### config.mk
export PLATFORM = sky130hd
export DESIGN_NAME = reader_writer_lock_unit
export DESIGN_NICKNAME = d
export VERILOG_FILES = /design/src/hdl/rwl_pkg.sv /design/src/hdl/rwl_ram.sv /design/src/hdl/rwl_cmd_fifo.sv /design/src/hdl/rwl_front.sv /design/src/hdl/rwl_back.sv /design/src/hdl/reader_writer_lock_unit.sv
export VERILOG_INCLUDE_DIRS = /design/src /design/src/hdl
export SDC_FILE = /design/constraint.sdc
export NUM_CORES = 1
export LEC_CHECK = 0
export BUFFER_PORTS_ARGS = -buffer_cell sky130_fd_sc_hd__buf_4
export CAP_MARGIN = 20
export CORE_UTILIZATION = 40
export CTS_CLUSTER_SIZE = 12
export DETAILED_ROUTE_END_ITERATION = 12
export PLACE_DENSITY = 0.53
export SYNTH_ARGS = -nofsm -noshare
export SYNTH_HDL_FRONTEND = slang
export SYNTH_SLANG_ARGS = --single-unit
### constraint.sdc
create_clock -name clk -period 5.85 [get_ports clk]
set_input_delay 1.17 -clock clk [delete_from_list [all_inputs] [get_ports clk]]
set_output_delay 1.17 -clock clk [all_outputs]
set_load 0.005 [all_outputs]
### src/hdl/assert_macros.svh
// Assertion macros shared by the lock unit RTL.
`ifndef ASSERT_MACROS_SVH
`define ASSERT_MACROS_SVH

// Same-cycle property, checked out of reset.
`define ASSERT_NOW(label, prop, msg) \
  label: assert property (@(posedge clk) disable iff (rst) (prop)) else $error(msg);

// Antecedent now, consequent on the next clock.
`define ASSERT_NEXT(label, ante, cons, msg) \
  label: assert property (@(posedge clk) disable iff (rst) (ante) |=> (cons)) else $error(msg);

`endif

### src/hdl/rwl_pkg.sv
// Types and constants shared by the reader-writer lock unit.
package rwl_pkg;

  typedef enum logic [1:0] {
    OP_RD_LOCK,
    OP_RD_UNLOCK,
    OP_WR_LOCK,
    OP_WR_UNLOCK
  } op_t;

  typedef enum logic [2:0] {
    ST_GRANTED,
    ST_QUEUED,
    ST_WAKE,
    ST_RELEASED,
    ST_FULL,
    ST_NOT_HELD
  } status_t;

  localparam logic [7:0] READER_MAX = 8'd255;

  // Drain count field; wide enough for the largest supported wait queue (127).
  localparam int QCNT_W = 7;

  // Command queue between front and back.
  localparam int CMDQ_DEPTH = 2;
  localparam int CMDQ_AW = 1;

  typedef struct packed {
    logic              drain;    // wake-all pass over count waiters
    status_t           status;
    logic [7:0]        id;
    logic [7:0]        readers;
    logic [QCNT_W-1:0] count;
  } cmd_t;

endpackage

### src/hdl/rwl_ram.sv
// Generic single-write, single-read RAM with registered read data.
module rwl_ram #(
  parameter int WIDTH = 8,
  parameter int DEPTH = 16,
  localparam int AW = $clog2(DEPTH)
) (
  input  logic             clk,
  input  logic             wr_en,
  input  logic [AW-1:0]    wr_addr,
  input  logic [WIDTH-1:0] wr_data,
  input  logic             rd_en,
  input  logic [AW-1:0]    rd_addr,
  output logic [WIDTH-1:0] rd_data
);

  logic [WIDTH-1:0] mem [DEPTH];

  always_ff @(posedge clk) begin
    if (wr_en) begin
      mem[wr_addr] <= wr_data;
    end
    if (rd_en) begin
      rd_data <= mem[rd_addr];
    end
  end

endmodule

### src/hdl/rwl_cmd_fifo.sv
// Short command queue between the classify front and the result back end.
module rwl_cmd_fifo (
  input  logic           clk,
  input  logic           rst,
  input  logic           push,
  input  rwl_pkg::cmd_t  push_cmd,
  input  logic           pop,
  output rwl_pkg::cmd_t  head_cmd,
  output logic           empty,
  output logic           full
);

  localparam int CW = $clog2(rwl_pkg::CMDQ_DEPTH + 1);

  rwl_pkg::cmd_t                  slots [rwl_pkg::CMDQ_DEPTH];
  logic [rwl_pkg::CMDQ_AW-1:0]    wr_ptr;
  logic [rwl_pkg::CMDQ_AW-1:0]    rd_ptr;
  logic [CW-1:0]                  cnt;

  assign head_cmd = slots[rd_ptr];
  assign empty    = (cnt == '0);
  assign full     = (cnt == CW'(rwl_pkg::CMDQ_DEPTH));

  function automatic logic [rwl_pkg::CMDQ_AW-1:0] ptr_inc(
    input logic [rwl_pkg::CMDQ_AW-1:0] p
  );
    return (p == rwl_pkg::CMDQ_AW'(rwl_pkg::CMDQ_DEPTH - 1)) ? '0 : p + 1'b1;
  endfunction

  always_ff @(posedge clk) begin
    if (rst) begin
      wr_ptr <= '0;
      rd_ptr <= '0;
      cnt    <= '0;
    end else begin
      if (push) begin
        slots[wr_ptr] <= push_cmd;
        wr_ptr        <= ptr_inc(wr_ptr);
      end
      if (pop) begin
        rd_ptr <= ptr_inc(rd_ptr);
      end
      if (push && !pop) begin
        cnt <= cnt + 1'b1;
      end else if (pop && !push) begin
        cnt <= cnt - 1'b1;
      end
    end
  end

endmodule

### src/hdl/rwl_front.sv
// Front end: accepts lock transactions, keeps lock state, queues refused ids.
module rwl_front #(
  parameter int QUEUE_DEPTH = 16,
  parameter int ID_BITS = 8,
  localparam int AW = $clog2(QUEUE_DEPTH),
  localparam int FW = $clog2(QUEUE_DEPTH + 1)
) (
  input  logic               clk,
  input  logic               rst,
  input  logic               start,
  input  logic [1:0]         operation,
  input  logic [7:0]         requester_id,
  output logic               busy,
  input  logic               cmdq_full,
  input  logic               rd_issue,
  output logic               push,
  output rwl_pkg::cmd_t      push_cmd,
  output logic               wr_en,
  output logic [AW-1:0]      wr_addr,
  output logic [ID_BITS-1:0] wr_data
);

  typedef enum logic [1:0] {
    MODE_FREE,
    MODE_READING,
    MODE_WRITING
  } mode_t;

  mode_t         mode, mode_next;
  logic [7:0]    readers, readers_next;
  logic [FW-1:0] fill, fill_next;
  logic [AW-1:0] tail, tail_next;
  logic [FW-1:0] occ, occ_next;   // slots written and not yet read by the back end

  rwl_pkg::op_t         op;
  logic                 accept;
  logic                 q_full;
  logic                 do_refuse;
  logic                 do_release;
  logic [ID_BITS+7:0]   id_wide;
  logic [ID_BITS-1:0]   id_mask;
  logic [ID_BITS+7:0]   id_back;
  logic [7:0]           id8;

  assign op      = rwl_pkg::op_t'(operation);
  assign id_wide = {{ID_BITS{1'b0}}, requester_id};
  assign id_mask = id_wide[ID_BITS-1:0];
  assign id_back = {8'b0, id_mask};
  assign id8     = id_back[7:0];

  assign q_full = (fill == FW'(QUEUE_DEPTH));
  // Hold off while the command queue is full, or while every slot still waits to be drained by a pending wake pass.
  assign busy   = cmdq_full || ((occ == FW'(QUEUE_DEPTH)) && !q_full);
  assign accept = start && !busy;

  assign wr_addr = tail;
  assign wr_data = id_mask;

  always_comb begin
    mode_next    = mode;
    readers_next = readers;
    fill_next    = fill;
    tail_next    = tail;
    wr_en        = 1'b0;
    push         = 1'b0;
    do_refuse    = 1'b0;
    do_release   = 1'b0;
    push_cmd.drain   = 1'b0;
    push_cmd.status  = rwl_pkg::ST_GRANTED;
    push_cmd.id      = id8;
    push_cmd.readers = readers;
    push_cmd.count   = '0;

    if (accept) begin
      push = 1'b1;
      unique case (op)
        rwl_pkg::OP_RD_LOCK: begin
          if (mode != MODE_WRITING && readers != rwl_pkg::READER_MAX) begin
            readers_next = readers + 1'b1;
            mode_next    = MODE_READING;
          end else begin
            do_refuse = 1'b1;
          end
        end
        rwl_pkg::OP_RD_UNLOCK: begin
          if (mode != MODE_READING || readers == '0) begin
            push_cmd.status = rwl_pkg::ST_NOT_HELD;
          end else if (readers == 8'd1) begin
            do_release = 1'b1;
          end else begin
            readers_next    = readers - 1'b1;
            push_cmd.status = rwl_pkg::ST_RELEASED;
          end
        end
        rwl_pkg::OP_WR_LOCK: begin
          if (mode == MODE_FREE) begin
            mode_next = MODE_WRITING;
          end else begin
            do_refuse = 1'b1;
          end
        end
        rwl_pkg::OP_WR_UNLOCK: begin
          if (mode != MODE_WRITING) begin
            push_cmd.status = rwl_pkg::ST_NOT_HELD;
          end else begin
            do_release = 1'b1;
          end
        end
        default: ;
      endcase

      if (do_refuse) begin
        if (q_full) begin
          push_cmd.status = rwl_pkg::ST_FULL;
        end else begin
          wr_en           = 1'b1;
          tail_next       = (tail == AW'(QUEUE_DEPTH - 1)) ? '0 : tail + 1'b1;
          fill_next       = fill + 1'b1;
          push_cmd.status = rwl_pkg::ST_QUEUED;
        end
      end

      if (do_release) begin
        mode_next    = MODE_FREE;
        readers_next = '0;
        if (fill == '0) begin
          push_cmd.status = rwl_pkg::ST_RELEASED;
        end else begin
          push_cmd.drain  = 1'b1;
          push_cmd.status = rwl_pkg::ST_WAKE;
          push_cmd.count  = rwl_pkg::QCNT_W'(fill);
          fill_next       = '0;
        end
      end

      push_cmd.readers = readers_next;
    end
  end

  always_comb begin
    occ_next = occ;
    if (wr_en && !rd_issue) begin
      occ_next = occ + 1'b1;
    end else if (rd_issue && !wr_en) begin
      occ_next = occ - 1'b1;
    end
  end

  always_ff @(posedge clk) begin
    if (rst) begin
      mode    <= MODE_FREE;
      readers <= '0;
      fill    <= '0;
      tail    <= '0;
      occ     <= '0;
    end else begin
      mode    <= mode_next;
      readers <= readers_next;
      fill    <= fill_next;
      tail    <= tail_next;
      occ     <= occ_next;
    end
  end

endmodule

### src/hdl/rwl_back.sv
// Back end: turns queued commands into result strobes, draining waiters on release.
module rwl_back #(
  parameter int QUEUE_DEPTH = 16,
  parameter int ID_BITS = 8,
  localparam int AW = $clog2(QUEUE_DEPTH)
) (
  input  logic               clk,
  input  logic               rst,
  input  rwl_pkg::cmd_t      head_cmd,
  input  logic               empty,
  output logic               pop,
  output logic               rd_en,
  output logic [AW-1:0]      rd_addr,
  input  logic [ID_BITS-1:0] rd_data,
  output logic               done,
  output logic [2:0]         status,
  output logic [7:0]         waiter_id,
  output logic               last,
  output logic [7:0]         reader_total
);

  logic [rwl_pkg::QCNT_W-1:0] rem;        // wake reads still to issue
  logic [AW-1:0]              head;
  logic                       pend;       // wake data arrives from the RAM this cycle
  logic                       pend_last;
  logic                       sv;         // single result held in s_* registers
  rwl_pkg::status_t           s_status;
  logic [7:0]                 s_id;
  logic [7:0]                 s_readers;
  logic [AW-1:0]              head_inc;
  logic [ID_BITS+7:0]         rd_wide;

  assign head_inc = (head == AW'(QUEUE_DEPTH - 1)) ? '0 : head + 1'b1;
  assign pop      = (rem == '0) && !empty;
  assign rd_en    = (rem != '0) || (pop && head_cmd.drain);
  assign rd_addr  = head;
  assign rd_wide  = {8'b0, rd_data};

  assign done         = sv || pend;
  assign status       = pend ? rwl_pkg::ST_WAKE : s_status;
  assign waiter_id    = pend ? rd_wide[7:0] : s_id;
  assign last         = pend ? pend_last : 1'b1;
  assign reader_total = pend ? 8'd0 : s_readers;

  always_ff @(posedge clk) begin
    if (rst) begin
      rem  <= '0;
      head <= '0;
      pend <= 1'b0;
      sv   <= 1'b0;
    end else begin
      pend <= 1'b0;
      sv   <= 1'b0;
      if (rem != '0) begin
        head      <= head_inc;
        rem       <= rem - 1'b1;
        pend      <= 1'b1;
        pend_last <= (rem == rwl_pkg::QCNT_W'(1));
      end else if (!empty) begin
        if (head_cmd.drain) begin
          head      <= head_inc;
          rem       <= head_cmd.count - 1'b1;
          pend      <= 1'b1;
          pend_last <= (head_cmd.count == rwl_pkg::QCNT_W'(1));
        end else begin
          sv        <= 1'b1;
          s_status  <= head_cmd.status;
          s_id      <= head_cmd.id;
          s_readers <= head_cmd.readers;
        end
      end
    end
  end

endmodule

### src/hdl/reader_writer_lock_unit.sv
// Top level of the reader-writer lock unit with wake-all release.
// A result passes through the command queue, then the back end's result registers; it waits while a wake pass drains.
// Throughput: one transaction per cycle while busy is low; busy rises only when the 2-entry command queue fills
// or every wait-queue slot still awaits a wake pass. A release drains one waiter per cycle.
// Reset (rst, synchronous): lock free, no readers, wait queue empty; no result pending.
// The receiver cannot stall: each result is valid for exactly the cycle that done is high.
module reader_writer_lock_unit #(
  parameter int QUEUE_DEPTH = 16,
  parameter int ID_BITS = 8
) (
  input  logic       clk,
  input  logic       rst,
  input  logic       start,
  output logic       busy,
  input  logic [1:0] operation,
  input  logic [7:0] requester_id,
  output logic       done,
  output logic [2:0] status,
  output logic [7:0] waiter_id,
  output logic       last,
  output logic [7:0] reader_total
);

  localparam int AW = $clog2(QUEUE_DEPTH);

  rwl_pkg::cmd_t      push_cmd;
  rwl_pkg::cmd_t      head_cmd;
  logic               push;
  logic               pop;
  logic               cmdq_empty;
  logic               cmdq_full;
  logic               wr_en;
  logic [AW-1:0]      wr_addr;
  logic [ID_BITS-1:0] wr_data;
  logic               rd_en;
  logic [AW-1:0]      rd_addr;
  logic [ID_BITS-1:0] rd_data;

  rwl_front #(
    .QUEUE_DEPTH(QUEUE_DEPTH),
    .ID_BITS(ID_BITS)
  ) u_front (
    .clk          (clk),
    .rst          (rst),
    .start        (start),
    .operation    (operation),
    .requester_id (requester_id),
    .busy         (busy),
    .cmdq_full    (cmdq_full),
    .rd_issue     (rd_en),
    .push         (push),
    .push_cmd     (push_cmd),
    .wr_en        (wr_en),
    .wr_addr      (wr_addr),
    .wr_data      (wr_data)
  );

  rwl_cmd_fifo u_cmdq (
    .clk      (clk),
    .rst      (rst),
    .push     (push),
    .push_cmd (push_cmd),
    .pop      (pop),
    .head_cmd (head_cmd),
    .empty    (cmdq_empty),
    .full     (cmdq_full)
  );

  rwl_ram #(
    .WIDTH(ID_BITS),
    .DEPTH(QUEUE_DEPTH)
  ) u_wait_ram (
    .clk     (clk),
    .wr_en   (wr_en),
    .wr_addr (wr_addr),
    .wr_data (wr_data),
    .rd_en   (rd_en),
    .rd_addr (rd_addr),
    .rd_data (rd_data)
  );

  rwl_back #(
    .QUEUE_DEPTH(QUEUE_DEPTH),
    .ID_BITS(ID_BITS)
  ) u_back (
    .clk          (clk),
    .rst          (rst),
    .head_cmd     (head_cmd),
    .empty        (cmdq_empty),
    .pop          (pop),
    .rd_en        (rd_en),
    .rd_addr      (rd_addr),
    .rd_data      (rd_data),
    .done         (done),
    .status       (status),
    .waiter_id    (waiter_id),
    .last         (last),
    .reader_total (reader_total)
  );

`include "assert_macros.svh"

  // A wake pass runs without gaps until its last waiter.
  `ASSERT_NEXT(a_drain_contiguous, done && !last, done && status == rwl_pkg::ST_WAKE, "wake gap")
  // Only wake results come in groups.
  `ASSERT_NOW(a_multi_is_wake, !(done && !last) || status == rwl_pkg::ST_WAKE, "non-wake result without last")
  // The lock is free once waiters are woken.
  `ASSERT_NOW(a_wake_no_readers, !(done && status == rwl_pkg::ST_WAKE) || reader_total == 8'd0, "wake with readers")

endmodule

==> results of run 1 <==
## final cells by class
class | instances | area, um2 | share of cell area (%)
clock buffers | 36 | 729.5 | 5.940
multi-input cells | 409 | 3590 | 29.23
flip-flops and latches | 248 | 7028 | 57.23
repair buffers | 45 | 340.3 | 2.771
clock inverters | 10 | 91.34 | 0.7438
inverters | 20 | 75.07 | 0.6113
well taps | 341 | 426.7 | 3.474
## critical path: stages, from the launching register on
cell	delay (ns)
dfxtp_1	0.44
ha_1	0.37
nand4_2	0.26
o31ai_4	0.35
and3_1	0.55
ha_1	0.29
inv_1	0.11
fa_1	0.42
a21o_1	0.18
a21oi_1	0.17
xnor2_1	0.10
or3_1	0.31
a21oi_1	0.15
## state kept, by name, indices dropped and copies added (netlist names), named ones only
name	count
u_back.s_status	3
u_back.s_id	8
u_back.sv	1
u_cmdq.wr_ptr	1
u_back.rd_addr	4
u_back.pend	1
u_front.occ	5
u_back.rem	7
u_wait_ram.mem	128
u_back.s_readers	8
u_cmdq.rd_ptr	1
u_front.readers	8
u_front.fill	5
u_wait_ram.rd_data	8
u_front.mode	2
u_cmdq.cnt	2
u_cmdq.slots	50
u_back.pend_last	1
u_front.wr_addr	4
## cell usage after synthesis, drive strengths merged, types with 2 or more instances
cell,count
o311a,2
o211ai,6
o31a,2
nand2b,7
nor4,5
a41oi,2
and2,5
nand4,4
and4bb,2
or4,3
mux2i,13
a211oi,6
and3,3
mux2,29
or2,3
a31oi,6
mux4,40
nor2,59
ha,19
a22oi,2
edfxtp,206
a31o,2
dfxtp,42
nand3b,3
xnor2,10
nor2b,16
clkbuf,15
or3,8
a21oi,24
o211a,3
nand3,7
a21o,3
buf,23
nand2,31
nor3,24
a311oi,2
o221ai,2
nor3b,5
o31ai,8
xor2,8
inv,19
o21ai,18
or4b,3
## placed cells by master, fill, tap and decap left out, types with 4 or more instances in the layout
master	n
nor2_1	55
mux4_2	40
nand3_1	7
clkinv_2	5
a31oi_1	6
dfxtp_1	41
mux2_2	29
inv_1	17
or3_1	7
nor2_2	4
nor4_1	4
and2_1	5
nand2_1	29
o31ai_1	4
clkbuf_1	7
nor3_1	20
xnor2_1	10
o21ai_0	10
nor3_2	4
a21oi_1	23
mux2i_1	13
nor2b_1	16
o211ai_1	6
nand2b_1	7
a211oi_1	4
xor2_1	8
buf_4	41
o21ai_1	7
clkbuf_16	27
ha_1	19
edfxtp_1	206
## path summary, 6_finish.rpt
check	endpoint	slack [ns]	depth (start not counted)
setup / recovery	u_front.occ[4]	2.06	12
hold / removal	u_back.rem[5]	0.50	2
setup reg to reg	u_front.occ[4]	2.06	12
hold reg to reg	u_back.rem[5]	0.50	2
## power breakdown
| group | internal [mW] | switching (mW) |
|---|---|---|
| clock network | 0.918 | 0.657 |
| registers | 2.09 | 0.137 |
| logic | 0.551 | 0.576 |
| total | 3.56 | 1.37 |
## metal layers
layer,global-route usage [%],share of wire [%]
met1,23.89,47
met2,28.34,48
met3,2.234,3.8
met4,3.704,1.4
met5,0,0
## logic make-up after synthesis
group / count (synthesis) / synth area share, %
flip-flops: 248 / 64.54
AND/OR/NAND/NOR: 192 / 9.734
AO/OA/AOI/OAI: 97 / 6.884
multiplexers: 82 / 12.47
buffers and inverters: 58 / 2.551
adder cells (fa/ha/maj): 20 / 2.368
XOR/XNOR: 18 / 1.448
==> flow_summary.json, run 1 <==
{
  "worstPathMaxFanout": 10,
  "rsz0062_at_grt": "no",
  "hold_viol_final": 0,
  "numCtsBuffers": 27,
  "netlist_area_um2": 10890,
  "grt_pass1_vias": 6162,
  "start_kind": "flop",
  "async_flop_share_pct": 0,
  "core_um2": 26800,
  "cts_resized": 0,
  "synth-seq-area-share_pct": 64.54,
  "die_h_um": 167.0,
  "fin_ws_ns": 2.059,
  "fin_area_um2": 12280,
  "cts_tree": "done",
  "worst_slew_pin_slew_ns": 0.9731,
  "overflow": 0,
  "port_buffers": 34,
  "ys_ff_latch": 248,
  "crit_type": "flop to flop",
  "avgSynthCellArea_um2": 15.23,
  "slew_headroom_pct": 34.89,
  "syn_inst": 715,
  "post_dp_cell_area_um2": 11430,
  "dp_slack_ns": 1.815,
  "grt_pass1_wl_um": 36480,
  "row_count": 60,
  "initial_core_util_pct": 40.62,
  "worst_hold_slack_ns": 0.5035,
  "skew_ns": 0.01869,
  "p_per_area_nw_per_um2": 401.5,
  "synth_cell_types": 79,
  "arrival_ns": 4.24,
  "cp-startpoint": "u_front.readers[1]",
  "antenna_left": 0,
  "antenna_found_initial": 0,
  "layout-drive-gt1-share_pct": 24.61,
  "synthDominantCellAreaShare_pct": 56.82,
  "min-delay-start": "u_back.rem[5]",
  "cts_setup_buffers": 0,
  "maxCapViolCount": 0,
  "insertion_delay_ns": 0.54,
  "setup_viol": 0,
  "yosysWarnings": 0,
  "place_hpwl_um": 15610,
  "fin_util_pct": 45.82,
  "peakVddDrop_mv": 0.2039,
  "gr-usage-all-layers_pct": 17.05,
  "p_leak_nw": 4.049,
  "ios": 35,
  "drt_wl_total_um": 23170,
  "status": "finished, final reports clean",
  "worstSetupEndpointType": "flop",
  "drv_slew": 0,
  "syn2layout_area_growth_pct": 12.80,
  "gp_congestion": 0.7924,
  "period_minus_slack_ns": 3.791,
  "drtPass1Iterations": 5,
  "hold_buffers": 0,
  "vias": 6068,
  "nets": 784,
  "finalCritPeriodShare_pct": 64.80,
  "rr_startpoint": "u_front.readers[1]",
  "root_buffer": "clkbuf_16",
  "drt_iter0_drc": 343,
  "finalPower_mw": 4.931,
  "placedCellCount": 1060,
  "drc": 0,
  "synth_ff_type": "edfxtp_1",
  "die_w_um": 167.0,
  "diodes": 0,
  "grt_max_degree": 41,
  "h-tree-depth": 1,
  "synth.net_count": 748,
  "hold_path.class": "flop to flop",
  "max_clock_freq_ghz": 0.2638,
  "via_per_inst": 5.472,
  "wl_per_cell_um": 20.89,
  "yosysTopAreaCell": "edfxtp_1",
  "required_ns": 6.30,
  "fillers": 2332,
  "synth-edff-count": 206,
  "dieArea_um2": 27880,
  "setup_tns_ns": 0,
  "cts.clk_slew.worst_paths_ns": 0.06,
  "clock_path_buffers": 3,
  "synth_area_leaders": "edfxtp_1 (57%), mux4_2 (8.3%), dfxtp_1 (7.7%)",
  "final_cells": 1109,
  "clock-sinks": 248
}
(Power assumes the default switching activity.)
==> inputs of run 2 (changes only) <==
clock period = 3.8 ns   (was 5.85 ns; I/O delays follow)
==> run 2 against run 1 <==
Die area is the same. First-iteration DRC count grew 42%. Clock power grew 53%. Sequential share of layout area shrank 0.21 points. Cell area grew 0.37%. Flip-flop and latch count is the same. Non-clock buffer count grew 6. Core utilization grew 0.17 points. Largest cell class unchanged. Highest routed layer unchanged.
==> flow_summary.json, run 2 (synthesized netlist as in run 1, its figures left out) <==
{
  "status": "finished, final reports clean",
  "start_kind": "flop",
  "p_per_area_nw_per_um2": 618.6,
  "wl_per_cell_um": 21.05,
  "dieArea_um2": 27880,
  "numCtsBuffers": 27,
  "root_buffer": "clkbuf_16",
  "multi_input_area_um2": 3590,
  "place_hpwl_um": 15960,
  "syn2layout_area_growth_pct": 13.22,
  "cp_num_buf_inv": 1,
  "overflow": 0,
  "cts.clk_slew.worst_paths_ns": 0.06,
  "grt_pass1_vias": 6415,
  "hold_path.class": "flop to flop",
  "setup_viol": 0,
  "grt_max_degree": 41,
  "h-tree-depth": 1,
  "cpMaxStageDelayCell": "dfxtp_1",
  "hold_buffers": 0,
  "largestRegisters": "u_wait_ram.mem x128, u_cmdq.slots x50",
  "antenna_left": 0,
  "die_h_um": 167.0,
  "core_um2": 26800,
  "gr-usage-all-layers_pct": 17.10,
  "placedCellCount": 1068,
  "worst_hold_slack_ns": 0.4937,
  "fillers": 2301,
  "layout-drive-gt1-share_pct": 24.94,
  "critical-path-max-stage-delay_ns": 0.43,
  "via_per_inst": 5.600,
  "cts_setup_buffers": 0,
  "drt_wl_total_um": 23470,
  "hold_viol_final": 0,
  "drtPass1Iterations": 5,
  "clock-sinks": 248,
  "largest_reg_flops": 128,
  "cts_tree": "done",
  "cpLargestDelayFamily": "adder cells",
  "insertion_delay_ns": 0.55,
  "max_clock_freq_ghz": 0.2965,
  "path_cells": "ha_1, nand4_2, o31ai_4, and3_1, ha_1, inv_1, fa_1, a21o_1, a21oi_1, xnor2_1, or3_1, a21oi_1",
  "regMostFlops": "u_wait_ram.mem",
  "p_leak_nw": 4.069,
  "port_buffers": 34,
  "rsz0062_at_grt": "no",
  "antenna_found_initial": 0,
  "arrival_ns": 3.84,
  "ios": 35,
  "skew_ns": 0.02070,
  "worst_slew_pin_slew_ns": 0.9573,
  "vias": 6244,
  "dp_slack_ns": 0.4763,
  "initial_core_util_pct": 40.62,
  "mostFrequentLayoutCell": "edfxtp_1",
  "cts_resized": 0,
  "fin_ws_ns": 0.4275,
  "maxCapViolCount": 0,
  "finalCritPeriodShare_pct": 88.75,
  "peakVddDrop_mv": 0.3421,
  "final_cells": 1115,
  "worstPathMaxFanout": 7,
  "drv_slew": 0,
  "row_count": 60,
  "nets": 790,
  "setup_tns_ns": 0,
  "die_w_um": 167.0,
  "seq_area_um2": 7028,
  "diodes": 0,
  "period_minus_slack_ns": 3.372,
  "clock_path_buffers": 3,
  "required_ns": 4.27,
  "layout_common_cells": "edfxtp_1 (206), nor2_1 (55), buf_4 (49), dfxtp_1 (41), mux4_2 (40)",
  "drt_iter0_drc": 486,
  "slew_headroom_pct": 36.09,
  "worstSetupEndpointType": "flop",
  "crit_type": "flop to flop",
  "drc": 0,
  "gp_congestion": 0.8748,
  "grt_pass1_wl_um": 36880
}
run 2: changes by cell type in the layout (fill, tap and decap cells not counted), sizes merged:
| cell | delta |
|---|---|
| clkinvlp | +1 |
| clkbuf | -2 |
| buf | +7 |
run 2: final timing paths:
check / from / end / slack [ns] / cells past startpoint
setup reg to reg: u_front.readers[1] / u_front.occ[4] / 0.43 / 12
setup / recovery: u_front.readers[1] / u_front.occ[4] / 0.43 / 12
hold / removal: u_back.rem[5] / u_back.rem[5] / 0.49 / 2
hold reg to reg: u_back.rem[5] / u_back.rem[5] / 0.49 / 2
run 2: area by class of cell:
cell class | count | area share [%]
Tap cell | 341 | 3.462
Multi-Input combinational cell | 409 | 29.12
Clock buffer | 35 | 5.725
Clock inverter | 11 | 0.7918
Inverter | 20 | 0.6091
Sequential cell | 248 | 57.02
Timing Repair Buffer | 51 | 3.269
run 2: per-stage QoR:
step / instance area (um2) / utilization (%) / power [mW]
finish: 12330 / 45.99 / 7.624
global route: 12330 / 45.99 / 7.981
CTS: 12310 / 45.93 / 7.713
detailed placement: 11510 / 42.94 / 5.274
global placement: 11510 / 42.94 / 5.218
floorplan: 10890 / - / 4.666
run 2: per-layer routing:
metal	vias up	share of wire, %	wire (um)	GRT usage, %
met5	-	0	0	0
met3	43	4.6	1081	2.495
met1	3182	46	10840	24.00
li1	2863	-	-	-
met2	156	47	10980	27.41
met4	0	2.4	567	5.395
run 2: report_power, final:
group          internal, mW  switching [mW]  total, mW
logic                 0.873           0.926       1.80
registers              3.22           0.187       3.41
clock network          1.38            1.04       2.42
run 2: tightest hold or removal path, stage by stage (launching register included):
cell,delay [ns]
dfxtp_1,0.33
nand2_1,0.06
a21oi_1,0.06
